## config.mk

```make
export PLATFORM = sky130hd
export DESIGN_NAME = ntx_ctrl
export DESIGN_NICKNAME = d
export VERILOG_FILES = /design/src/ntx_pkg.sv /design/src/ntx_ctrl.sv
export SDC_FILE = /design/constraint.sdc
export NUM_CORES = 1
export LEC_CHECK = 0
export ABC_AREA = 1
export BUFFER_PORTS_ARGS = -buffer_cell sky130_fd_sc_hd__buf_2
export CAP_MARGIN = 20
export CORE_AREA = 2 2 39 41
export CTS_CLUSTER_DIAMETER = 80
export DETAILED_ROUTE_END_ITERATION = 8
export DIE_AREA = 0 0 41 43
export HOLD_SLACK_MARGIN = 0.05
export PLACE_DENSITY_LB_ADDON = 0.3
export SLEW_MARGIN = 20
export SYNTH_ARGS = -nofsm -noshare
export SYNTH_HDL_FRONTEND = slang
export SYNTH_SLANG_ARGS = --single-unit
export TNS_END_PERCENT = 50
```

## constraint.sdc

```tcl
create_clock -name clk_i -period 1.3 [get_ports clk_i]
set_input_delay 0.195 -clock clk_i [delete_from_list [all_inputs] [get_ports clk_i]]
set_output_delay 0.195 -clock clk_i [all_outputs]
set_load 0.01 [all_outputs]
```

## src/ntx_pkg.sv

```systemverilog
`timescale 1ns / 1ps
// ----------------------------------------------------------------------------
// ntx_pkg
// Shared types, constants and codes of the neighbor table with expiry.
// ----------------------------------------------------------------------------
package ntx_pkg;

  localparam int TABLE_DEPTH = 32;
  localparam int IDX_W       = (TABLE_DEPTH > 1) ? $clog2(TABLE_DEPTH) : 1;
  localparam int TIME_W      = 48;
  localparam int IP_W        = 32;
  localparam int MAC_W       = 48;
  localparam int ATTR_W      = 32;

  // Input modes
  localparam logic [1:0] MODE_UPDATE = 2'd0;
  localparam logic [1:0] MODE_QUERY  = 2'd1;
  localparam logic [1:0] MODE_TX_ERR = 2'd2;
  localparam logic [1:0] MODE_PURGE  = 2'd3;

  // Result kinds
  localparam logic [1:0] KIND_CLOSED = 2'd0;
  localparam logic [1:0] KIND_ANSWER = 2'd1;
  localparam logic [1:0] KIND_DONE   = 2'd2;
  localparam logic [1:0] KIND_FULL   = 2'd3;

  // -1.0 in Q16.16
  localparam logic signed [ATTR_W-1:0] ATTR_ABSENT = 32'shFFFF_0000;

  typedef struct packed {
    logic [1:0]               mode;
    logic [IP_W-1:0]          ip_address;
    logic [MAC_W-1:0]         mac_address;
    logic [TIME_W-1:0]        now;
    logic [31:0]              hold_time;
    logic signed [ATTR_W-1:0] queue_ratio;
    logic signed [ATTR_W-1:0] heading;
    logic signed [ATTR_W-1:0] velocity;
    logic signed [ATTR_W-1:0] energy_ratio;
  } ntx_in_t;

  typedef struct packed {
    logic [1:0]               kind;
    logic [IP_W-1:0]          closed_address;
    logic                     found;
    logic [TIME_W-1:0]        remaining_time;
    logic signed [ATTR_W-1:0] out_queue_ratio;
    logic signed [ATTR_W-1:0] out_heading;
    logic signed [ATTR_W-1:0] out_velocity;
    logic signed [ATTR_W-1:0] out_energy_ratio;
    logic                     last;
  } ntx_out_t;

  // One table slot as held in the entry RAM
  typedef struct packed {
    logic [IP_W-1:0]          ip;
    logic [MAC_W-1:0]         mac;
    logic [TIME_W-1:0]        expiry;
    logic signed [ATTR_W-1:0] queue_ratio;
    logic signed [ATTR_W-1:0] heading;
    logic signed [ATTR_W-1:0] velocity;
    logic signed [ATTR_W-1:0] energy_ratio;
  } ntx_entry_t;

  localparam int ENTRY_W = $bits(ntx_entry_t);

  typedef enum logic [2:0] {
    ST_IDLE,
    ST_FIND_RD,
    ST_FIND_EV,
    ST_UPDATE,
    ST_PURGE_RD,
    ST_PURGE_EV,
    ST_FINAL
  } ntx_state_e;

  typedef struct packed {
    logic capture;
    logic idx_clr;
    logic idx_inc;
    logic eval_find;
    logic eval_hit;
    logic upd_commit;
    logic wr_insert;
    logic wr_refresh;
    logic emit_notice;
    logic emit_final;
  } ntx_cmd_t;

  typedef struct packed {
    logic [1:0] mode;
    logic       idx_last;
    logic       remove;
    logic       hit_found;
    logic       free_found;
    logic       out_free;
  } ntx_status_t;

endpackage

```

## src/ntx_ctrl.sv

```systemverilog
`timescale 1ns / 1ps
// ----------------------------------------------------------------------------
// ntx_ctrl
// Sequencer: slot scans for lookup and purge, write-back, result emission.
// ----------------------------------------------------------------------------
module ntx_ctrl (
  input  logic                 clk_i,
  input  logic                 rst_ni,
  input  logic                 in_valid_i,
  output logic                 in_stall_o,
  input  ntx_pkg::ntx_status_t sts_i,
  output ntx_pkg::ntx_cmd_t    cmd_o
);
  import ntx_pkg::*;

  ntx_state_e state_q, state_d;

  always_ff @(posedge clk_i or negedge rst_ni) begin
    if (!rst_ni) begin
      state_q <= ST_IDLE;
    end else begin
      state_q <= state_d;
    end
  end

  // advance past the slot under evaluation in a purge scan
  logic purge_step;
  assign purge_step = !sts_i.remove || sts_i.out_free;

  always_comb begin
    state_d = state_q;
    unique case (state_q)
      ST_IDLE: begin
        if (in_valid_i) begin
          state_d = (sts_i.mode == MODE_UPDATE) ? ST_FIND_RD : ST_PURGE_RD;
        end
      end
      ST_FIND_RD:  state_d = ST_FIND_EV;
      ST_FIND_EV:  state_d = sts_i.idx_last ? ST_UPDATE : ST_FIND_RD;
      ST_UPDATE:   state_d = sts_i.hit_found ? ST_FINAL : ST_PURGE_RD;
      ST_PURGE_RD: state_d = ST_PURGE_EV;
      ST_PURGE_EV: begin
        if (purge_step) begin
          state_d = sts_i.idx_last ? ST_FINAL : ST_PURGE_RD;
        end
      end
      ST_FINAL: begin
        if (sts_i.out_free) begin
          state_d = ST_IDLE;
        end
      end
      default: state_d = ST_IDLE;
    endcase
  end

  always_comb begin
    cmd_o      = '0;
    in_stall_o = 1'b1;
    unique case (state_q)
      ST_IDLE: begin
        in_stall_o    = 1'b0;
        cmd_o.capture = in_valid_i;
      end
      ST_FIND_RD: ;
      ST_FIND_EV: begin
        cmd_o.eval_find = 1'b1;
        cmd_o.idx_inc   = !sts_i.idx_last;
      end
      ST_UPDATE: begin
        cmd_o.upd_commit = 1'b1;
        cmd_o.wr_refresh = sts_i.hit_found;
        cmd_o.wr_insert  = !sts_i.hit_found && sts_i.free_found;
        cmd_o.idx_clr    = 1'b1;
      end
      ST_PURGE_RD: ;
      ST_PURGE_EV: begin
        cmd_o.eval_hit    = !sts_i.remove;
        cmd_o.emit_notice = sts_i.remove && sts_i.out_free;
        cmd_o.idx_inc     = purge_step && !sts_i.idx_last;
      end
      ST_FINAL: cmd_o.emit_final = sts_i.out_free;
      default: ;
    endcase
  end

endmodule

```

=== Yosys cells after proc, flatten, opt, wreduce, memory -nomap -nowiden ===
Cells that the tools add are included.

* Bits in registers: 3
* Bits in latches: 0
* Bits in writable memories: 0
* ROM bits: 0
* Input bits: 10
* Output and inout bits: 11
* Word-level logic and storage cells: 37
* Memories: 0

* Add/sub/neg operators: 0
* Multiply operators: 0
* Div/mod/pow operators: 0
* Magnitude comparators: 0
* Eq/ne operators: 9
* Shift-type cells: 0
* Multiplexer cells: 17
* Bitwise gates (word level): 0
* Reduce and logical (&&, ||, !) cells: 10

{| class="wikitable"
|+ Operators by type and width
! operator !! count
|-
| one-hot mux 3 bit (7 select lines) || 1
|-
| two-way mux 3 bit || 5
|-
| equality test 3 bit, second input constant || 3
|-
| two-way mux 1 bit || 7
|-
| equality test 3 x 2 -> 1 bit, second input constant || 2
|-
| two-way mux 2 bit || 3
|-
| != test 2 bit, second input constant || 3
|-
| equality test 3 x 1 -> 1 bit, second input constant || 1
|-
| logical AND 1 bit || 3
|-
| zero test 1 bit || 3
|-
| zero test 3 bit || 1
|-
| AND reduction 3 bit || 1
|-
| zero test 2 bit || 1
|-
| one-hot mux 1 bit (2 select lines) || 1
|-
| logical OR 1 bit || 1
|}

=== Depth between registers and ports, before layout ===
* Depth after elaboration: 4
* Depth in mapped cells: 7

=== Worst setup path after synthesis ===
Ideal clock, no wire load.

* Kind: reg-to-output
* From: reg state_q[0]
* To: out cmd_o[9] (netlist bit)
* Arrival time: 0.921 ns
* Required time: 1.105 ns
* Slack: 0.184 ns
* Cell stages (with the launch flop): 4
* Buffers on the path: 0
* Path through: dfrtp_1 -> nor2_2 -> nand2_1 -> nor2_1

{| class="wikitable"
|+ RTL lines
! what !! RTL line !! RTL
|-
| start, declared || ntx_ctrl.sv:16 || <nowiki>ntx_state_e state_q, state_d;</nowiki>
|-
| start signal, assigned || ntx_ctrl.sv:22 || <nowiki>state_q <= state_d;</nowiki>
|-
| end, declared || ntx_ctrl.sv:12 || <nowiki>output ntx_pkg::ntx_cmd_t cmd_o</nowiki>
|}

==> results_dict.tcl <==
set metrics [dict create \
    largest_register_ffs 3 \
    synth_common_cells "nand2_1, nor2_1, inv_1" \
    wire_per_inst_um 8.41 \
    maxCapViolations 0 \
    p_total_mw 0.982 \
    start_util_pct 21.9 \
    setup_violations 2 \
    drive_gt1_share_pct 49.4 \
    cp_max_fo 5 \
    postSynthCellCount 54 \
    rows 14 \
    worstSkewPairLatency_ns 0.23 \
    final_util_pct 37.5 \
    worst_clock_skew_ns 0.000945 \
    syn_area_um2 303 \
    violations "negative setup slack" \
    fin_ws_ns -0.0535 \
    synth_top_area_share_pct 24.8 \
    core_area_mm2 0.00138 \
    crit_required_ns 1.11 \
    cp-start-kind "flop" \
    grt_pass1_wl_um 1240 \
    synth_top_area_cell "dfrtp_1" \
    reg2reg_depth 7 \
    antenna_found_initial 0 \
    timing.critical_path.to "cmd_o[7]" \
    routed_wl_um 833 \
    yosysWarningCount 0 \
    worst_ep_arrival_time_ns 1.16 \
    dp_hpwl_um 652 \
    top_regs "state_q: 3 flops" \
    end_kind "output port" \
    finalCritPeriodShare_pct 104 \
    synth-async-reset-ratio_pct 100 \
    vdd_drop_max_v 0.000852 \
    setup_tns_ns -0.0806 \
    num-fill-cells 161 \
    synth_area_leaders "dfrtp_1, nand2_1, nor2_1" \
    yosysUniqueCellTypes 14 \
    dieArea_mm2 0.00176 \
    ys.flop_type "dfrtp_1" \
    cts.clk_slew.worst_paths_ns 0.04 \
    leakagePower_nw 0.319 \
    ys_seq_area_share_pct 24.8 \
    gr-usage-all-layers_pct 10.3 \
    reg2reg_slack_ns 0.10 \
    cts_sinks 3 \
    cts_buffers 3 \
    multiInputGateArea_um2 206 \
    grt_pass1_vias 363 \
    layoutNonFillerInstCount 99 \
    worstMarginPinSlew_ns 0.193 \
    die_x_um 41 \
    rsz0062_at_grt "true" \
    worstSetupPathType "reg -> out" \
    root_buffer "clkbuf_4" \
    antenna_cells 0 \
    report.final.slew_viol_count 0 \
    gp_congestion 0.747 \
    io_pins 21 \
    power_density_mw_per_mm2 1890 \
    nNetsFinal 94 \
    drc 0 \
    max_stage_delay_ns 0.42 \
    ant_nets 0 \
    portBuffers 20 \
    drt_iter0_markers 3 \
    crit_start "state_q[0]" \
    relSlewSlack_pct 87.1 \
    htree_levels 1 \
    status "complete, but fails checks" \
    fmax_ghz 0.739 \
    min_period_ns 1.35 \
    r2r_end "state_q[1]" \
    synth-seq-cells 3 \
    vias_per_cell 4.29 \
    die_height_um 43 \
    gr-total-overflow 0 \
    dp.cells 89 \
    hold_violations 0 \
    synth_edf_count 0 \
    cts_tree "built" \
    top_register "state_q" \
    regArea_um2 77.6 \
    worst_r2r_startpoint "state_q[0]" \
    hold_class "in -> reg" \
    yosysMostFrequentCell "nand2_1" \
    slowest_stage "dfrtp_2" \
    grt_max_degree 7 \
    syn_to_final_growth_pct 71.5 \
    vias 425 \
    syn_area_per_cell_um2 5.61 \
    synth_nets 64 \
    cp_cell_sequence "buf_4 -> nand4_1 -> a21oi_1 -> buf_2" \
    drt_first_pass_iters 3 \
    cts_buffer_depth 2 \
]
==> critical path, delay by kind of cell, from the launching register on <==
kind                   cells  cell delay [ns]
and+or+nand+nor            1             0.09
DFF                        1             0.42
AOI/OAI and AO/OA          1             0.12
buffers and inverters      2             0.29
==> area by class of cell <==
class                   count  share of cell area, %
clock buffers               4                   5.06
multi-input cells          39                   39.8
repair buffers             26                   28.4
inverters                  11                   7.95
flip-flops and latches      3                   14.9
well taps                  16                   3.86
==> layer usage <==
metal	global-route usage (%)	wire [um]
met5	0	0
met4	4.00	0
met3	4.71	35
met2	18.1	452
met1	9.65	345
==> cells in the final DEF (no fill, tap or decap), types with 2 or more instances in the layout <==
cell,synthesis,final
nand2_1,16,16
nand3_2,2,3
clkbuf_4,0,3
inv_1,9,8
a21oi_1,2,2
buf_4,1,5
nor2_1,10,8
nor2_2,1,2
buf_2,0,20
dfrtp_2,0,2
o21ai_1,2,2
inv_2,2,3
==> power by group <==
group / internal (mW) / switching (mW)
clock network: 0.115 / 0.0467
logic: 0.277 / 0.332
registers: 0.142 / 0.0694
total: 0.534 / 0.448
==> how the worst min path moves through the flow <==
stage               slack (ns)         end  startpoint  depth (start not counted)
floorplan                -0.10  state_q[0]      rst_ni                          0
global placement        -0.007  state_q[2]      rst_ni                          1
detailed placement      -0.005  state_q[2]      rst_ni                          1
CTS                       0.26  state_q[1]    sts_i[0]                          4
global route              0.26  state_q[1]    sts_i[0]                          4
finish                    0.27  state_q[1]    sts_i[0]                          4
==> cells by family after synthesis <==
family | share of synthesized area [%]
DFF | 24.8
and+or+nand+nor | 50.0
buffers and inverters | 16.1
AOI/OAI and AO/OA | 9.09
==> per-stage QoR <==
stage	worst slack, ns	hold slack, ns	area (um^2)
floorplan	0.184	-0.101	303
global placement	0.129	-0.00715	415
detailed placement	0.122	-0.00544	415
CTS	-0.0454	0.261	494
global route	-0.116	0.263	519
finish	-0.0535	0.269	519
==> repair_timing <==
item                                   4_1_cts  5_1_grt
resized for setup                            5        4
pin swaps                                    1        2
setup endpoints to repair                   10        9
buffers inserted                             4        1
hold buffers                                 1        0
endpoints found under the hold margin        3        0
No activity file was read; power rests on OpenSTA's default activity.
